===== config.mk =====
export PLATFORM = sky130hd
export DESIGN_NAME = sliding_window_sender_unit_flat
export DESIGN_NICKNAME = d
export VERILOG_FILES = /design/src/rtl/core/sws_pkg.sv /design/src/rtl/core/sws_if.sv /design/src/rtl/core/sws_ctrl.sv /design/src/rtl/core/sws_dp.sv /design/src/rtl/core/sliding_window_sender_unit.sv /design/src/flat_wrapper.sv
export SDC_FILE = /design/constraint.sdc
export NUM_CORES = 1
export LEC_CHECK = 0
export CAP_MARGIN = 10
export CORE_ASPECT_RATIO = 1.75
export CORE_MARGIN = 4
export CORE_UTILIZATION = 35
export CTS_CLUSTER_DIAMETER = 80
export DETAILED_ROUTE_END_ITERATION = 7
export DONT_BUFFER_PORTS = 1
export GPL_TIMING_DRIVEN = 0
export HOLD_SLACK_MARGIN = 0.02
export SYNTH_ARGS = -nofsm -noshare
export SYNTH_HDL_FRONTEND = slang
export SYNTH_SLANG_ARGS = --single-unit

===== constraint.sdc =====
create_clock -name i_clk -period 13.6 [get_ports i_clk]
set_input_delay 1.36 -clock i_clk [delete_from_list [all_inputs] [get_ports i_clk]]
set_output_delay 1.36 -clock i_clk [all_outputs]
set_load 0.02 [all_outputs]

===== src/rtl/core/sws_pkg.sv =====
// Shared types, field widths, codes and defaults of the sliding window sender.
`default_nettype none
package sws_pkg;

    localparam int CMD_W     = 2;
    localparam int PAYLOAD_W = 32;
    localparam int ACK_W     = 16;
    localparam int SEQ_W     = 16;
    localparam int WIN_W     = 4;
    localparam int TMO_W     = 16;

    localparam int WINDOW_DEPTH_DEF = 8;
    localparam int SEQ_BITS_DEF     = 16;
    localparam int PAYLOAD_BITS_DEF = 32;

    localparam int DUP_LIMIT = 3;

    localparam logic [WIN_W-1:0] WINDOW_RST  = 4'd4;
    localparam logic [TMO_W-1:0] TIMEOUT_RST = 16'd1000;

    localparam int PADDR_W   = 3;
    localparam int PDATA_W   = 32;
    localparam int REG_IDX_W = PADDR_W - 2;

    localparam logic [REG_IDX_W-1:0] REG_WINDOW_SIZE  = 1'd0;
    localparam logic [REG_IDX_W-1:0] REG_TIMEOUT_TICKS = 1'd1;

    typedef enum logic [CMD_W-1:0] {
        CMD_SEND = 2'd0,
        CMD_ACK  = 2'd1,
        CMD_TICK = 2'd2
    } t_cmd;

    typedef struct packed {
        logic load_res;
        logic send;
        logic free;
        logic dup_inc;
        logic dup_clr;
        logic tmr_dec;
        logic tmr_zero;
        logic tmr_stop;
        logic tmr_arm;
        logic emit_head;
    } t_sws_cmd;

    typedef struct packed {
        t_cmd cmd;
        logic win_avail;
        logic nonempty;
        logic ack_ok;
        logic ack_dup;
        logic dup_third;
        logic tmr_run;
        logic tmr_expire;
    } t_sws_stat;

endpackage
`default_nettype wire


===== src/rtl/core/sws_if.sv =====
// Valid/ready channel interfaces for input items and result items.
`default_nettype none
interface sws_in_if;
    logic                          valid;
    logic                          ready;
    logic [sws_pkg::CMD_W-1:0]     cmd;
    logic [sws_pkg::PAYLOAD_W-1:0] payload;
    logic [sws_pkg::ACK_W-1:0]     ack_num;
    logic                          checksum_ok;

    modport source (output valid, cmd, payload, ack_num, checksum_ok, input ready);
    modport sink   (input valid, cmd, payload, ack_num, checksum_ok, output ready);
endinterface

interface sws_out_if;
    logic                          valid;
    logic                          ready;
    logic                          accepted;
    logic                          pkt_valid;
    logic [sws_pkg::SEQ_W-1:0]     pkt_seq;
    logic [sws_pkg::PAYLOAD_W-1:0] pkt_payload;
    logic                          is_retransmit;
    logic                          window_full;

    modport source (output valid, accepted, pkt_valid, pkt_seq, pkt_payload, is_retransmit,
                    window_full, input ready);
    modport sink   (input valid, accepted, pkt_valid, pkt_seq, pkt_payload, is_retransmit,
                    window_full, output ready);
endinterface
`default_nettype wire


===== src/rtl/core/sws_ctrl.sv =====
// Controller state machine: handshakes and per-beat command decode.
`default_nettype none
module sws_ctrl (
    input  wire                 i_clk,
    input  wire                 i_rst_n,
    input  wire                 i_in_valid,
    input  wire                 i_out_ready,
    input  sws_pkg::t_sws_stat  i_stat,
    output logic                o_in_ready,
    output logic                o_out_valid,
    output sws_pkg::t_sws_cmd   o_cmd
);
    import sws_pkg::*;

    typedef enum logic {
        S_IDLE,
        S_OUT
    } t_state;

    t_state r_state;
    logic   r_in_ready;
    logic   r_out_valid;
    logic   w_accept;

    assign w_accept    = r_in_ready & i_in_valid;
    assign o_in_ready  = r_in_ready;
    assign o_out_valid = r_out_valid;

    always_comb begin
        o_cmd = '0;
        if (w_accept) begin
            o_cmd.load_res = 1'b1;
            case (i_stat.cmd)
                CMD_SEND: begin
                    if (i_stat.win_avail) begin
                        o_cmd.send    = 1'b1;
                        o_cmd.tmr_arm = 1'b1;
                    end
                end
                CMD_ACK: begin
                    if (i_stat.ack_ok) begin
                        if (i_stat.nonempty && i_stat.ack_dup) begin
                            if (i_stat.dup_third) begin
                                o_cmd.dup_clr   = 1'b1;
                                o_cmd.tmr_arm   = 1'b1;
                                o_cmd.emit_head = 1'b1;
                            end else begin
                                o_cmd.dup_inc = 1'b1;
                            end
                        end else begin
                            o_cmd.dup_clr = 1'b1;
                            o_cmd.free    = i_stat.nonempty;
                        end
                    end
                end
                CMD_TICK: begin
                    if (i_stat.tmr_run) begin
                        if (!i_stat.tmr_expire) begin
                            o_cmd.tmr_dec = 1'b1;
                        end else begin
                            o_cmd.tmr_zero = 1'b1;
                            if (i_stat.nonempty) begin
                                o_cmd.emit_head = 1'b1;
                                o_cmd.tmr_arm   = 1'b1;
                            end else begin
                                o_cmd.tmr_stop = 1'b1;
                            end
                        end
                    end
                end
                default: begin
                end
            endcase
        end
    end

    always_ff @(posedge i_clk) begin
        if (!i_rst_n) begin
            r_state     <= S_IDLE;
            r_in_ready  <= 1'b0;
            r_out_valid <= 1'b0;
        end else begin
            case (r_state)
                S_IDLE: begin
                    r_in_ready <= 1'b1;
                    if (w_accept) begin
                        r_state     <= S_OUT;
                        r_in_ready  <= 1'b0;
                        r_out_valid <= 1'b1;
                    end
                end
                S_OUT: begin
                    if (i_out_ready) begin
                        r_state     <= S_IDLE;
                        r_in_ready  <= 1'b1;
                        r_out_valid <= 1'b0;
                    end
                end
                default: begin
                    r_state     <= S_IDLE;
                    r_in_ready  <= 1'b0;
                    r_out_valid <= 1'b0;
                end
            endcase
        end
    end
endmodule
`default_nettype wire


===== src/rtl/core/sws_dp.sv =====
// Datapath: window bookkeeping, payload store, retransmit timer and result register.
`default_nettype none
module sws_dp #(
    parameter int WINDOW_DEPTH = sws_pkg::WINDOW_DEPTH_DEF,
    parameter int SEQ_BITS     = sws_pkg::SEQ_BITS_DEF,
    parameter int PAYLOAD_BITS = sws_pkg::PAYLOAD_BITS_DEF
) (
    input  wire                             i_clk,
    input  wire                             i_rst_n,
    input  sws_pkg::t_sws_cmd               i_cmd,
    output sws_pkg::t_sws_stat              o_stat,
    input  wire  [sws_pkg::CMD_W-1:0]       i_item_cmd,
    input  wire  [sws_pkg::PAYLOAD_W-1:0]   i_payload,
    input  wire  [sws_pkg::ACK_W-1:0]       i_ack_num,
    input  wire                             i_checksum_ok,
    input  wire  [sws_pkg::WIN_W-1:0]       i_window_size,
    input  wire  [sws_pkg::TMO_W-1:0]       i_timeout_ticks,
    output logic                            o_accepted,
    output logic                            o_pkt_valid,
    output logic [sws_pkg::SEQ_W-1:0]       o_pkt_seq,
    output logic [sws_pkg::PAYLOAD_W-1:0]   o_pkt_payload,
    output logic                            o_is_retransmit,
    output logic                            o_window_full
);
    import sws_pkg::*;

    localparam int CNT_W = $clog2(WINDOW_DEPTH + 1);
    localparam int IDX_W = (WINDOW_DEPTH > 1) ? $clog2(WINDOW_DEPTH) : 1;
    localparam int SUM_W = CNT_W + 1;
    localparam int CMP_W = (CNT_W > WIN_W) ? CNT_W : WIN_W;
    localparam int SP_W  = (SEQ_BITS + 1 > CNT_W) ? SEQ_BITS + 1 : CNT_W;

    function automatic logic [IDX_W-1:0] f_wrap(input logic [SUM_W-1:0] s);
        logic [IDX_W-1:0] r;
        if (s >= SUM_W'(WINDOW_DEPTH)) begin
            r = IDX_W'(s - SUM_W'(WINDOW_DEPTH));
        end else begin
            r = IDX_W'(s);
        end
        return r;
    endfunction

    logic [PAYLOAD_BITS-1:0] r_store [WINDOW_DEPTH];
    logic [IDX_W-1:0]        r_head,      n_head;
    logic [CNT_W-1:0]        r_in_flight, n_in_flight;
    logic [SEQ_BITS-1:0]     r_last_seq,  n_last_seq;
    logic [1:0]              r_dup,       n_dup;
    logic [TMO_W-1:0]        r_left,      n_left;
    logic                    r_run,       n_run;

    logic [CMP_W-1:0]    w_effw;
    logic [SEQ_BITS-1:0] w_head_seq;
    logic [SEQ_BITS-1:0] w_ack;
    logic [SEQ_BITS-1:0] w_diff;
    logic [SEQ_BITS-1:0] w_ahead;
    logic [SEQ_BITS-1:0] w_next_seq;
    logic [SP_W-1:0]     w_span;
    logic [CNT_W-1:0]    w_freed;
    logic [IDX_W-1:0]    w_slot;

    assign w_effw = (CMP_W'(i_window_size) > CMP_W'(WINDOW_DEPTH)) ?
                    CMP_W'(WINDOW_DEPTH) : CMP_W'(i_window_size);
    assign w_head_seq = r_last_seq - SEQ_BITS'(r_in_flight) + SEQ_BITS'(1);
    assign w_next_seq = r_last_seq + SEQ_BITS'(1);
    assign w_ack      = SEQ_BITS'(i_ack_num);
    assign w_diff     = w_head_seq - w_ack;
    assign w_ahead    = w_ack - w_head_seq;
    assign w_span     = SP_W'(w_ahead) + SP_W'(1);
    assign w_freed    = (w_span >= SP_W'(r_in_flight)) ? r_in_flight : CNT_W'(w_span);
    assign w_slot     = f_wrap(SUM_W'(r_head) + SUM_W'(r_in_flight));

    always_comb begin
        o_stat.cmd        = t_cmd'(i_item_cmd);
        o_stat.win_avail  = CMP_W'(r_in_flight) < w_effw;
        o_stat.nonempty   = r_in_flight != '0;
        o_stat.ack_ok     = i_checksum_ok;
        o_stat.ack_dup    = (w_diff != '0) && !w_diff[SEQ_BITS-1];
        o_stat.dup_third  = r_dup >= 2'(DUP_LIMIT - 1);
        o_stat.tmr_run    = r_run;
        o_stat.tmr_expire = r_left <= TMO_W'(1);
    end

    always_comb begin
        n_head      = r_head;
        n_in_flight = r_in_flight;
        n_last_seq  = r_last_seq;
        n_dup       = r_dup;
        n_left      = r_left;
        n_run       = r_run;
        if (i_cmd.send) begin
            n_last_seq  = w_next_seq;
            n_in_flight = r_in_flight + CNT_W'(1);
        end
        if (i_cmd.free) begin
            n_head      = f_wrap(SUM_W'(r_head) + SUM_W'(w_freed));
            n_in_flight = r_in_flight - w_freed;
        end
        if (i_cmd.dup_inc) begin
            n_dup = r_dup + 2'd1;
        end
        if (i_cmd.dup_clr) begin
            n_dup = 2'd0;
        end
        if (i_cmd.tmr_dec) begin
            n_left = r_left - TMO_W'(1);
        end
        if (i_cmd.tmr_zero) begin
            n_left = '0;
        end
        if (i_cmd.tmr_stop) begin
            n_run = 1'b0;
        end
        if (i_cmd.tmr_arm) begin
            n_left = i_timeout_ticks;
            n_run  = 1'b1;
        end
    end

    always_ff @(posedge i_clk) begin
        if (!i_rst_n) begin
            r_head      <= '0;
            r_in_flight <= '0;
            r_last_seq  <= '0;
            r_dup       <= '0;
            r_left      <= '0;
            r_run       <= 1'b0;
        end else begin
            r_head      <= n_head;
            r_in_flight <= n_in_flight;
            r_last_seq  <= n_last_seq;
            r_dup       <= n_dup;
            r_left      <= n_left;
            r_run       <= n_run;
        end
    end

    always_ff @(posedge i_clk) begin
        if (i_cmd.send) begin
            r_store[w_slot] <= PAYLOAD_BITS'(i_payload);
        end
    end

    always_ff @(posedge i_clk) begin
        if (i_cmd.load_res) begin
            o_accepted      <= i_cmd.send;
            o_pkt_valid     <= i_cmd.send | i_cmd.emit_head;
            o_is_retransmit <= i_cmd.emit_head;
            o_window_full   <= CMP_W'(n_in_flight) >= w_effw;
            if (i_cmd.send) begin
                o_pkt_seq     <= SEQ_W'(w_next_seq);
                o_pkt_payload <= PAYLOAD_W'(PAYLOAD_BITS'(i_payload));
            end else if (i_cmd.emit_head) begin
                o_pkt_seq     <= SEQ_W'(w_head_seq);
                o_pkt_payload <= PAYLOAD_W'(r_store[r_head]);
            end else begin
                o_pkt_seq     <= '0;
                o_pkt_payload <= '0;
            end
        end
    end
endmodule
`default_nettype wire


===== src/rtl/core/sliding_window_sender_unit.sv =====
// Top level of the sliding window sender: register port, controller and datapath.
// Latency: the result beat is valid in the cycle after the input beat is taken.
// The controller holds the input side until the pending result beat has been
// taken, so no new item is accepted while a result beat is pending.
// Every item, send, ack or tick, yields exactly one result beat.
// Reset is synchronous and active low; it empties the window, stops the timer
// and loads the register defaults (window 4, timeout 1000 ticks).
`default_nettype none
module sliding_window_sender_unit #(
    parameter int WINDOW_DEPTH = sws_pkg::WINDOW_DEPTH_DEF,
    parameter int SEQ_BITS     = sws_pkg::SEQ_BITS_DEF,
    parameter int PAYLOAD_BITS = sws_pkg::PAYLOAD_BITS_DEF
) (
    input  wire                             i_clk,
    input  wire                             i_rst_n,
    sws_in_if.sink                          i_in,
    sws_out_if.source                       o_out,
    input  wire                             psel,
    input  wire                             penable,
    input  wire                             pwrite,
    input  wire  [sws_pkg::PADDR_W-1:0]     paddr,
    input  wire  [sws_pkg::PDATA_W-1:0]     pwdata,
    output logic [sws_pkg::PDATA_W-1:0]     prdata,
    output logic                            pready
);
    import sws_pkg::*;

    logic [WIN_W-1:0]     r_window_size;
    logic [TMO_W-1:0]     r_timeout_ticks;
    logic [REG_IDX_W-1:0] w_reg_idx;
    logic                 w_wr;
    t_sws_cmd             w_cmd;
    t_sws_stat            w_stat;

    assign pready    = 1'b1;
    assign w_reg_idx = paddr[PADDR_W-1:2];
    assign w_wr      = psel & penable & pwrite & pready;

    always_ff @(posedge i_clk) begin
        if (!i_rst_n) begin
            r_window_size   <= WINDOW_RST;
            r_timeout_ticks <= TIMEOUT_RST;
        end else if (w_wr) begin
            case (w_reg_idx)
                REG_WINDOW_SIZE:   r_window_size   <= pwdata[WIN_W-1:0];
                REG_TIMEOUT_TICKS: r_timeout_ticks <= pwdata[TMO_W-1:0];
                default: begin
                end
            endcase
        end
    end

    always_comb begin
        case (w_reg_idx)
            REG_WINDOW_SIZE:   prdata = PDATA_W'(r_window_size);
            REG_TIMEOUT_TICKS: prdata = PDATA_W'(r_timeout_ticks);
            default:           prdata = '0;
        endcase
    end

    sws_ctrl u_ctrl (
        .i_clk       (i_clk),
        .i_rst_n     (i_rst_n),
        .i_in_valid  (i_in.valid),
        .i_out_ready (o_out.ready),
        .i_stat      (w_stat),
        .o_in_ready  (i_in.ready),
        .o_out_valid (o_out.valid),
        .o_cmd       (w_cmd)
    );

    sws_dp #(
        .WINDOW_DEPTH (WINDOW_DEPTH),
        .SEQ_BITS     (SEQ_BITS),
        .PAYLOAD_BITS (PAYLOAD_BITS)
    ) u_dp (
        .i_clk           (i_clk),
        .i_rst_n         (i_rst_n),
        .i_cmd           (w_cmd),
        .o_stat          (w_stat),
        .i_item_cmd      (i_in.cmd),
        .i_payload       (i_in.payload),
        .i_ack_num       (i_in.ack_num),
        .i_checksum_ok   (i_in.checksum_ok),
        .i_window_size   (r_window_size),
        .i_timeout_ticks (r_timeout_ticks),
        .o_accepted      (o_out.accepted),
        .o_pkt_valid     (o_out.pkt_valid),
        .o_pkt_seq       (o_out.pkt_seq),
        .o_pkt_payload   (o_out.pkt_payload),
        .o_is_retransmit (o_out.is_retransmit),
        .o_window_full   (o_out.window_full)
    );
endmodule
`default_nettype wire


===== src/flat_wrapper.sv =====
// flat-port wrapper written by rule: the top's interface ports become plain ports
module sliding_window_sender_unit_flat import sws_pkg::*;
#(
    parameter int WINDOW_DEPTH = sws_pkg::WINDOW_DEPTH_DEF,
    parameter int SEQ_BITS     = sws_pkg::SEQ_BITS_DEF,
    parameter int PAYLOAD_BITS = sws_pkg::PAYLOAD_BITS_DEF
)
  (i_clk, i_rst_n, psel, penable, pwrite, paddr, pwdata, prdata, pready, i_in_valid, i_in_cmd, i_in_payload, i_in_ack_num, i_in_checksum_ok, i_in_ready, o_out_valid, o_out_accepted, o_out_pkt_valid, o_out_pkt_seq, o_out_pkt_payload, o_out_is_retransmit, o_out_window_full, o_out_ready);
  sws_in_if i_in_i ();
  sws_out_if o_out_i ();
  input  wire i_clk;
  input  wire i_rst_n;
  input  wire psel;
  input  wire penable;
  input  wire pwrite;
  input  wire  [sws_pkg::PADDR_W-1:0] paddr;
  input  wire  [sws_pkg::PDATA_W-1:0] pwdata;
  output logic [sws_pkg::PDATA_W-1:0] prdata;
  output logic pready;
  input wire logic [$bits(i_in_i.valid)-1:0] i_in_valid;
  input wire logic [$bits(i_in_i.cmd)-1:0] i_in_cmd;
  input wire logic [$bits(i_in_i.payload)-1:0] i_in_payload;
  input wire logic [$bits(i_in_i.ack_num)-1:0] i_in_ack_num;
  input wire logic [$bits(i_in_i.checksum_ok)-1:0] i_in_checksum_ok;
  output wire logic [$bits(i_in_i.ready)-1:0] i_in_ready;
  output wire logic [$bits(o_out_i.valid)-1:0] o_out_valid;
  output wire logic [$bits(o_out_i.accepted)-1:0] o_out_accepted;
  output wire logic [$bits(o_out_i.pkt_valid)-1:0] o_out_pkt_valid;
  output wire logic [$bits(o_out_i.pkt_seq)-1:0] o_out_pkt_seq;
  output wire logic [$bits(o_out_i.pkt_payload)-1:0] o_out_pkt_payload;
  output wire logic [$bits(o_out_i.is_retransmit)-1:0] o_out_is_retransmit;
  output wire logic [$bits(o_out_i.window_full)-1:0] o_out_window_full;
  input wire logic [$bits(o_out_i.ready)-1:0] o_out_ready;
  assign i_in_i.valid = i_in_valid;
  assign i_in_i.cmd = i_in_cmd;
  assign i_in_i.payload = i_in_payload;
  assign i_in_i.ack_num = i_in_ack_num;
  assign i_in_i.checksum_ok = i_in_checksum_ok;
  assign i_in_ready = i_in_i.ready;
  assign o_out_valid = o_out_i.valid;
  assign o_out_accepted = o_out_i.accepted;
  assign o_out_pkt_valid = o_out_i.pkt_valid;
  assign o_out_pkt_seq = o_out_i.pkt_seq;
  assign o_out_pkt_payload = o_out_i.pkt_payload;
  assign o_out_is_retransmit = o_out_i.is_retransmit;
  assign o_out_window_full = o_out_i.window_full;
  assign o_out_i.ready = o_out_ready;
  sliding_window_sender_unit #(.WINDOW_DEPTH(WINDOW_DEPTH), .SEQ_BITS(SEQ_BITS), .PAYLOAD_BITS(PAYLOAD_BITS)) u_core (.i_clk(i_clk), .i_rst_n(i_rst_n), .i_in(i_in_i), .o_out(o_out_i), .psel(psel), .penable(penable), .pwrite(pwrite), .paddr(paddr), .pwdata(pwdata), .prdata(prdata), .pready(pready));
endmodule

# [Word level (Yosys, flattened, before mapping)]
# Memory sizes are Yosys's and may differ from the RTL's. A register that Yosys moved wholly into a read port is not among the register bits.
# Index checks and enable logic that the tools add are counted.
# Widths: inputs -> output; s select.
[op_classes] n_addsub=14 magnitude_cmp=8 eq_ne=4 mux=50 bitwise=7 n_reduce_logical=12
[op_table] op="$mux 16" count=5
[op_table] op="$mux 32" count=2
[op_table] op="$pmux 32 s2" count=1
[op_table] op="$add 16x1->16 const B" count=2
[op_table] op="$sub 16x16->16" count=2
[op_table] op="$mux 3" count=7
[op_table] op="$mux 4" count=5
[op_table] op="$mux 1" count=19
[op_table] op="$add 16x1->17 const B" count=1
[op_table] op="$ge 17x4->1" count=1
[op_table] op="$le 16x1->1 const B" count=1
[op_table] op="$reduce_bool 16->1" count=1
[op_table] op="$sub 16x1->16 const B" count=1
[op_table] op="$sub 16x4->16" count=1
[op_table] op="$add 3x4->5" count=2
[op_table] op="$ge 5x4->1 const B" count=2
[op_table] op="$mux 10" count=1
[op_table] op="$mux 2" count=4
[op_table] op="$pmux 1 s2" count=4
[op_table] op="$reduce_and 2->1" count=3
[op_table] op="$sub 3x1->3 const B" count=2
[op_table] op="$mux 5" count=1
[op_table] op="$add 4x1->4 const B" count=1
[op_table] op="$ge 4x4->1" count=1
[op_table] op="19 further kinds" count=25
[word_totals] regBits=117 mem_bits_rw=256 in_bits=93 output_inout_bits=87 word_cells=113 mem_count=1
[memory_table] memory="u_core.u_dp.r_store" depth=8 word_bits=32 read_ports=1 rd_ports_with_merged_regs=1 write_ports=1 line="sws_dp.sv:43" rtl="logic [PAYLOAD_BITS-1:0] r_store [WINDOW_DEPTH];"

# [Longest topological paths before layout]
# Gate-level depths: netlist (run 1).
[depth] depth_word=13 mapped_depth=34 ltp_nobuf=34

# [Modules after synthesis]
# A second synthesis (run 1) with hierarchy kept.
[hier_totals] hier_cells=1405 hier_area_um2=18624.1
[by_module_without_submodules] module="sws_dp" n_inst=1 cells_each=1242 area_each_um2=17197.7 seq_area_each_um2=10149.7
[by_module_without_submodules] module="sliding_window_sender_unit" n_inst=1 cells_each=124 area_each_um2=1139.8 seq_area_each_um2=400.4
[by_module_without_submodules] module="sws_ctrl" n_inst=1 cells_each=39 area_each_um2=286.5 seq_area_each_um2=60.1

# [Worst setup path before layout (run 1)]
# Ideal clock, no wire load.
[synth_path] kind="in2reg" from="in i_in_cmd[0]" to="mem u_core.u_dp.r_store[0][0] in the netlist's numbering (enable)" setup_time_ns=0.513 arrival_ns=5.856 required_time_ns=13.087 slack_ns=7.231 cell_stages=8 path_buffers=3 path_cell_list="inv_1 ha_1 nand3b_1 or2_1 clkbuf_1 clkbuf_1 clkbuf_1 nor4b_1"
[synth_between] elab_chain_cells=5
[synth_rtl] item="from (decl)" line="flat_wrapper.sv:21" rtl="input wire logic [$bits(i_in_i.cmd)-1:0] i_in_cmd;"
[synth_rtl] item="$logic_not 2->1" line="sws_ctrl.sv:33" rtl="case (i_stat.cmd)"
[synth_rtl] item="$mux 1" line="sws_ctrl.sv:33"
[synth_rtl] item="$mux 10" line="sws_ctrl.sv:31" rtl="if (w_accept) begin"
[synth_rtl] item="$mux 1" line="sws_dp.sv:138" rtl="if (i_cmd.send) begin"
[synth_rtl] item="$mux 1 (not written as such)" line="sws_dp.sv:139" rtl="r_store[w_slot] <= PAYLOAD_BITS'(i_payload);"
[synth_rtl] item="to (decl)" line="sws_dp.sv:43"
# No other way between the ends.

# [Worst setup path after layout (run 1)]
[layout_path] from="reg u_core.u_dp.r_in_flight[2]" to="reg u_core.u_dp.o_window_full, data pin"
[layout_between] elab_chain_cells=12 word_cells_on_any_way=24 cone_classes="7 x add/sub; 3 x order compare; 9 x mux; 5 x reduce/logical"
[layout_rtl] item="from (decl)" line="sws_dp.sv:45" rtl="logic [CNT_W-1:0] r_in_flight, n_in_flight;"
[layout_rtl] item="from (signal assigned)" line="sws_dp.sv:129" rtl="r_in_flight <= n_in_flight;"
[layout_rtl] item="parallel branches: the longest is 10 deep, another holds $add 16x1->17"
[layout_rtl] item="$mux 4 *" line="sws_dp.sv:94" rtl="if (i_cmd.free) begin"
[layout_rtl] item="named net u_core.u_dp.n_in_flight[1]" line="sws_dp.sv:45"
[layout_rtl] item="$ge 4x4->1 *" line="sws_dp.sv:148" rtl="o_window_full <= CMP_W'(n_in_flight) >= w_effw;"
[layout_rtl] item="to (signal assigned)" line="sws_dp.sv:148"
[layout_rtl] item="to (decl)" line="sws_dp.sv:23" rtl="output logic o_window_full"
# Mark *: on every way through the listed nets, which the timed path passes.
# A chain may end at the register's enable or synchronous reset.

==> results of run 1 <==
==> metal layers <==
layer	routed length (µm)	up-vias	track usage, %
li1	-	5359	-
met1	16700	5682	17.2
met2	26000	310	31.5
met3	2780	88	3.88
met4	1680	2	5.94
met5	17	-	0
==> final cells by class <==
class | count | area share (%)
Tap cell | 672 | 4.02
Inverter | 79 | 1.43
Buffer | 75 | 1.90
Clock buffer | 45 | 4.71
Clock inverter | 22 | 1.68
Timing Repair Buffer | 27 | 1.46
Sequential cell | 376 | 50.7
Multi-Input combinational cell | 871 | 34.1
==> logic make-up after synthesis <==
kind of cell             count (synthesis)  share of synthesized area [%]
XOR/XNOR                                64                           3.06
multiplexers                           112                           10.5
AND/OR/NAND/NOR                        337                           9.02
adder cells (fa/ha/maj)                 91                           6.41
other                                    2                         0.0410
flip-flops                             376                           57.9
AO/OA/AOI/OAI                          250                           9.30
buffers and inverters                  154                           3.78
==> registers in the layout, indices dropped and copies added (netlist names), named ones only <==
signal and flops:
u_core.r_timeout_ticks 16, u_core.r_window_size 4, u_core.u_ctrl.o_in_ready 1, u_core.u_ctrl.o_out_valid 1, u_core.u_ctrl.r_state 1, u_core.u_dp.o_accepted 1
u_core.u_dp.o_is_retransmit 1, u_core.u_dp.o_pkt_payload 32, u_core.u_dp.o_pkt_seq 16, u_core.u_dp.o_pkt_valid 1, u_core.u_dp.o_window_full 1, u_core.u_dp.r_dup 2
u_core.u_dp.r_head 3, u_core.u_dp.r_in_flight 4, u_core.u_dp.r_last_seq 16, u_core.u_dp.r_left 16, u_core.u_dp.r_run 1, u_core.u_dp.r_store 256
==> tightest hold or removal path, delay by kind of cell, from the launching register on <==
kind            cells  cell delay, ns
compound gates      1            0.06
flops               1            0.31
simple gates        1            0.06
==> worst paths after layout <==
check                         endpoint  slack (ns)                  startpoint  cells past startpoint
max reg2reg  u_core.u_dp.o_window_full        5.69  u_core.u_dp.r_in_flight[2]                     29
max          u_core.u_dp.o_window_full        5.69  u_core.u_dp.r_in_flight[2]                     29
min reg2reg     u_core.u_dp.r_left[14]        0.47      u_core.u_dp.r_left[14]                      2
min             u_core.u_dp.r_left[14]        0.47      u_core.u_dp.r_left[14]                      2
==> power groups by stage <==
stage / registers [mW] / clock network, mW / logic (mW)
6_report: 1.27 / 1.12 / 0.124
2_1_floorplan: 1.29 / 0 / 0.0921
4_1_cts: 1.27 / 1.16 / 0.123
5_1_grt: 1.27 / 1.20 / 0.136
3_5_place_dp: 1.29 / 0 / 0.122
3_3_place_gp: 1.29 / 0 / 0.120
==> cell usage after synthesis, types with 35 or more instances <==
library cell / number / area share, %
sky130_fd_sc_hd__edfxtp_1: 308 / 50
sky130_fd_sc_hd__xnor2_1: 46 / 2.2
sky130_fd_sc_hd__mux4_2: 64 / 7.9
sky130_fd_sc_hd__clkbuf_1: 35 / 0.72
sky130_fd_sc_hd__nand2_1: 115 / 2.4
sky130_fd_sc_hd__dfxtp_1: 68 / 7.4
sky130_fd_sc_hd__mux2i_1: 43 / 2.3
sky130_fd_sc_hd__inv_1: 76 / 1.6
sky130_fd_sc_hd__a21oi_1: 61 / 1.7
sky130_fd_sc_hd__nor2_1: 60 / 1.2
sky130_fd_sc_hd__ha_1: 86 / 5.9
sky130_fd_sc_hd__o21ai_0: 65 / 1.8
==> metrics.md, run 1 <==
| Metric | Value |
|---|---|
| Area of the multi-input gates | 7140 µm² |
| Leading cell types in the layout, fill and taps excluded | sky130_fd_sc_hd__edfxtp_1, sky130_fd_sc_hd__nand2_1, sky130_fd_sc_hd__ha_1 |
| Worst hold path type | reg -> reg |
| Classification of the worst setup path | reg -> reg |
| Total congestion overflow | 0 |
| Crit path time final | 7.91 ns |
| Count of pins over their slew limit | 0 |
| Worst relative slew slack | 33.3% |
| Worst clock skew on the final layout | 0.0303 ns |
| Number of diodes added for antenna fixing | 0 |
| Switching share of total power | 22.1% |
| Leak | 7.25 nW |
| Source-to-sink clock delay at the later pin of the worst-skew pair | 0.55 ns |
| CP arrival | 8.18 ns |
| Min Hold Slack | 0.473 ns |
| Weighted congestion reported at the end of routability-driven placement | 0.867 |
| Post-route DRC violation count | 0 |
| Most common cell after layout, fill and taps aside | sky130_fd_sc_hd__edfxtp_1 |
| Nature of the critical path endpoint | flop |
| Run status | complete, no violations |
| Number of violations of the max-capacitance limit | 0 |
| Filler cell count | 4832 |
| Share of power burned in combinational logic | 4.9% |
| Combined area of all synthesized cells | 18300 µm² |
| Worst-path fanout max | 9 |
| Maximum count of clock buffers along a single path | 3 |
| Cell area after placement | 19600 µm² |
| Core Footprint | 51600 µm² |
| Num ports | 180 |
| Detailed-route via count | 11400 |
| Smallest setup slack after layout | 5.69 ns |
| Worst Tran Pin Value | 1.00 ns |
| Average wire per cell in the routed design | 21.8 µm |
| Largest delay share family, worst path | compound AO/OA/AOI/OAI gates |
| Number of standard cells after synthesis | 1386 |
| Buffer count from post-CTS setup fixing | 0 |
| Share of cells above drive strength 1 | 15.6% |
| Count of nets left with antenna violations after detail routing | 0 |
| TritonCTS clock tree | built |
| Global routing usage summed across all routing layers | 16.4% |
| Clock sink count | 376 |
| Hold violation total from the final report | 0 |
| Slowest stage cell on the critical path | sky130_fd_sc_hd__dfxtp_1 |
| Reg power frac | 50.4% |
| Wire length of the first global-routing pass | 71900 µm |
| Seq cells post-synth | 376 |
| Crit path buffers/inverters | 3 |
| Post-route total power | 2.51 mW |
| Final setup viols | 0 |
| Pre-CTS WS | 5.77 ns |
| Maximum vdd ir drop | 106 µV |
| Non-Filler Instances | 2167 |
| Via count of the first global-routing pass | 11900 |
| Total instance count after detailed placement | 2100 |
| Initial antenna violation count | 2 |
| Most used DFF post-synth | sky130_fd_sc_hd__edfxtp_1 |
| Req. time, crit path | 13.88 ns |
| RSZ-0062 raised after global routing | false |
| Storage element area | 10600 µm² |
| Die outline height | 311 µm |
| Psw | 556 µW |
| Iteration count of the initial detailed-routing pass | 6 |
| Number of buffers inserted during clock tree synthesis | 37 |
| FP Rows | 110 |
| Share of synthesized area occupied by flip-flops and latches | 57.9% |
| Number of distinct library cells after synthesis | 86 |
| Initial Util | 35.5% |
| Final period util | 58.1% |
| Highest achievable clock rate | 126 MHz |
| Power share of the clock group | 44.7% |
| Clock tree root buffer cell | sky130_fd_sc_hd__clkbuf_16 |
| Most frequent cell on the critical path | sky130_fd_sc_hd__ha_1 |
| CP max stage delay | 0.49 ns |
| Syn_area_per_cell | 13.2 µm² |
| Setup TNS Final | 0 ns |
| Via density per instance | 5.28 |
| Total die area | 56300 µm² |
| H-tree levels | 2 |
| Internal power | 1.96 mW |
| DPL Wire Length | 34700 µm |
| Power Dens Cells | 120 nW/µm² |
| Layout overhead on the synthesized area | 14.1% |
| Final net count | 1651 |
| Post-route core utilization | 40.6% |
| Area of all placed cells without fillers | 20900 µm² |
| Pin count of the biggest net entering global routing | 59 |
| Post-synthesis async set-or-reset flop share | 0% |
| Post-CTS sizing | 0 |
| Hold-fix buffers, CTS | 0 |
| Number of buffers added on ports | 0 |
| YS warnings | 0 |
| Final wirelength | 47300 µm |
| Category of the worst setup path launch point | flop |
| Post-synth EDFFs | 308 |
| Die span in x | 181 µm |
| Number of DRC violations after detailed-routing iteration 0 | 585 |
| Clock input transition at the sequential cells of the worst setup and hold paths | 0.06 ns |
Note: power is estimated with default switching activity, not from simulation.
==> run 2: changes to the inputs <==
--- a/config.mk
+++ b/config.mk
@@ -5,6 +5,7 @@
 export SDC_FILE = /design/constraint.sdc
 export NUM_CORES = 1
 export LEC_CHECK = 0
+export ABC_AREA = 1
 export CAP_MARGIN = 10
 export CORE_ASPECT_RATIO = 1.75
 export CORE_MARGIN = 4
==> constraint.sdc (replaced) <==
create_clock -name i_clk -period 7.4 [get_ports i_clk]
set_input_delay 0.74 -clock i_clk [delete_from_list [all_inputs] [get_ports i_clk]]
set_output_delay 0.74 -clock i_clk [all_outputs]
set_load 0.02 [all_outputs]
==> metrics.md, run 2 <==
| Metric | Value |
|---|---|
| CP max stage delay | 0.42 ns |
| Leading cell types in the layout, fill and taps excluded | sky130_fd_sc_hd__nand2_1, sky130_fd_sc_hd__edfxtp_1, sky130_fd_sc_hd__nor2_1 |
| Count of pins over their slew limit | 0 |
| Leak | 8.75 nW |
| Number of DRC violations after detailed-routing iteration 0 | 956 |
| Post-route total power | 4.73 mW |
| Count leader, synth | sky130_fd_sc_hd__nand2_1 |
| Number of flip-flops in the largest register | 256 |
| H-tree levels | 2 |
| Share of synthesized area occupied by flip-flops and latches | 54.7% |
| Clock input transition at the sequential cells of the worst setup and hold paths | 0.07 ns |
| Die span in x | 186 µm |
| Worst reg2reg path depth | 42 |
| Classification of the worst setup path | reg -> reg |
| Hold violation total from the final report | 0 |
| Syn_area_per_cell | 9.46 µm² |
| Buffer count from post-CTS setup fixing | 0 |
| DPL Wire Length | 42100 µm |
| Filler cell count | 5320 |
| Core Footprint | 54600 µm² |
| Count of nets left with antenna violations after detail routing | 0 |
| Worst clock skew on the final layout | 0.0183 ns |
| Number of buffers inserted during clock tree synthesis | 38 |
| Crit path buffers/inverters | 6 |
| Via density per instance | 5.24 |
| Layout overhead on the synthesized area | 13.0% |
| Num ports | 180 |
| Detailed-route via count | 14900 |
| Initial Util | 35.5% |
| FP Rows | 113 |
| Area of the multi-input gates | 7630 µm² |
| Share of cells above drive strength 1 | 9.29% |
| Post-route DRC violation count | 0 |
| Iteration count of the initial detailed-routing pass | 5 |
| Combined area of all synthesized cells | 19400 µm² |
| Seq cells post-synth | 376 |
| Number of buffers added on ports | 0 |
| Most common cell after layout, fill and taps aside | sky130_fd_sc_hd__nand2_1 |
| Storage element area | 10600 µm² |
| Initial antenna violation count | 0 |
| Non-Filler Instances | 2834 |
| CP arrival | 7.21 ns |
| Average wire per cell in the routed design | 20.0 µm |
| Leading cell types by count after synthesis | sky130_fd_sc_hd__nand2_1, sky130_fd_sc_hd__edfxtp_1, sky130_fd_sc_hd__nor2_1 |
| Worst Tran Pin Value | 0.923 ns |
| Wire length of the first global-routing pass | 85900 µm |
| Worst-path fanout max | 7 |
| Worst relative slew slack | 38.4% |
| Power Dens Cells | 216 nW/µm² |
| Final setup viols | 0 |
| Weighted congestion reported at the end of routability-driven placement | 0.913 |
| Total die area | 59400 µm² |
| Total congestion overflow | 0 |
| TritonCTS clock tree | built |
| Total instance count after detailed placement | 2763 |
| Largest delay share family, worst path | simple AND/OR/NAND/NOR gates |
| Most frequent cell on the critical path | sky130_fd_sc_hd__nand2_1 |
| Levels on crit path | 42 |
| Hold-fix buffers, CTS | 0 |
| Worst hold path type | in -> reg |
| Category of the worst setup path launch point | flop |
| Slowest stage cell on the critical path | sky130_fd_sc_hd__dfxtp_2 |
| Req. time, crit path | 7.69 ns |
| Run status | complete, no violations |
| Source-to-sink clock delay at the later pin of the worst-skew pair | 0.56 ns |
| Number of cells on the worst hold path | 0 |
| Number of distinct library cells after synthesis | 48 |
| Global routing usage summed across all routing layers | 18.6% |
| Biggest area contributors in the synthesized netlist | sky130_fd_sc_hd__edfxtp_1, sky130_fd_sc_hd__nand2_1, sky130_fd_sc_hd__dfxtp_1 |
| Crit path time final | 6.92 ns |
| Post-synth EDFFs | 308 |
| Nature of the critical path endpoint | flop |
| Final wirelength | 56500 µm |
| Most used DFF post-synth | sky130_fd_sc_hd__edfxtp_1 |
| Final period util | 93.5% |
| Leading registers by flop count | u_core.u_dp.r_store: 256 flops, u_core.u_dp.o_pkt_payload: 32 flops |
| Maximum count of clock buffers along a single path | 3 |
| Share of the synthesized area in the top cell type | 47.7% |
| Via count of the first global-routing pass | 15200 |
| Clock sink count | 376 |
| Post-synthesis async set-or-reset flop share | 0% |
| Most flops, register | u_core.u_dp.r_store |
| Number of violations of the max-capacitance limit | 0 |
| Maximum vdd ir drop | 125 µV |
| Die outline height | 319 µm |
| Cell taking the most area after synthesis | sky130_fd_sc_hd__edfxtp_1 |
| Highest achievable clock rate | 145 MHz |
| Number of standard cells after synthesis | 2050 |
| Pin count of the biggest net entering global routing | 55 |
| Clock tree root buffer cell | sky130_fd_sc_hd__clkbuf_16 |
| Final net count | 2297 |
| YS warnings | 0 |
| Post-CTS sizing | 0 |
==> run 2: logic make-up (layout without fill, tap and decap cells) <==
| family | count (synthesis) | after routing | synth area share [%] |
|---|---|---|---|
| compound gates | 361 | 361 | 10.9 |
| xor+xnor | 55 | 55 | 2.48 |
| fa+ha+maj | 91 | 91 | 6.06 |
| buf+inv | 315 | 393 | 6.71 |
| flops | 376 | 376 | 54.7 |
| other cells | 2 | 18 | 0.0387 |
| simple gates | 850 | 850 | 19.1 |
==> run 2: cell type report <==
| class | count | area share (%) |
|---|---|---|
| inverter | 213 | 3.66 |
| tap | 690 | 3.94 |
| antenna | 1 | 0.0114 |
| multi-input combinational | 1374 | 34.8 |
| sequential | 376 | 48.4 |
| buffer | 102 | 2.30 |
| timing repair buffer | 8 | 0.868 |
| clock buffer | 47 | 4.83 |
| clock inverter | 23 | 1.15 |
==> run 2: path summary, 6_finish.rpt <==
| kind | slack (ns) | from | end |
|---|---|---|---|
| min reg2reg | 0.49 | u_core.r_timeout_ticks[5] | u_core.r_timeout_ticks[5] |
| max reg2reg | 0.48 | u_core.u_dp.r_in_flight[2] | u_core.u_dp.o_window_full |
| min | 0.28 | i_in_payload[12] | u_core.u_dp.r_store[3][12] |
| max | 0.48 | u_core.u_dp.r_in_flight[2] | u_core.u_dp.o_window_full |
==> run 2: worst register-to-register path: cells and delay by family, from the launching register on <==
| kind | cells | cell delay, ns |
|---|---|---|
| buf+inv | 6 | 0.57 |
| fa+ha+maj | 5 | 1.68 |
| xor+xnor | 2 | 0.45 |
| flops | 1 | 0.42 |
| simple gates | 20 | 2.01 |
| compound gates | 9 | 1.53 |
==> run 2: metrics by stage <==
step	setup WS [ns]	TNS, ns	instance area (µm²)	utilization [%]	hold slack, ns
6_report	0.482	0	21900	40.2	0.276
5_1_grt	-0.00218	-0.00218	21900	40.2	0.250
4_1_cts	0.107	0	21900	40.1	0.246
3_5_place_dp	0.133	0	20600	37.7	0.478
3_3_place_gp	0.343	0	20300	37.2	0.465
2_1_floorplan	1.56	0	19500	-	0.445
==> run 2: routing by layer <==
layer	vias to the layer above	GRT usage (%)	wire length, µm
met3	131	3.22	2840
met2	450	36.3	31400
met1	7167	18.7	19600
met4	0	8.60	2700
li1	7103	-	-
met5	-	0	0
==> run 2: where the power goes <==
group	internal (mW)	total, mW	switching [mW]
logic	0.116	0.375	0.260
registers	2.31	2.33	0.0245
clock network	1.17	2.02	0.848
total	3.59	4.73	1.13
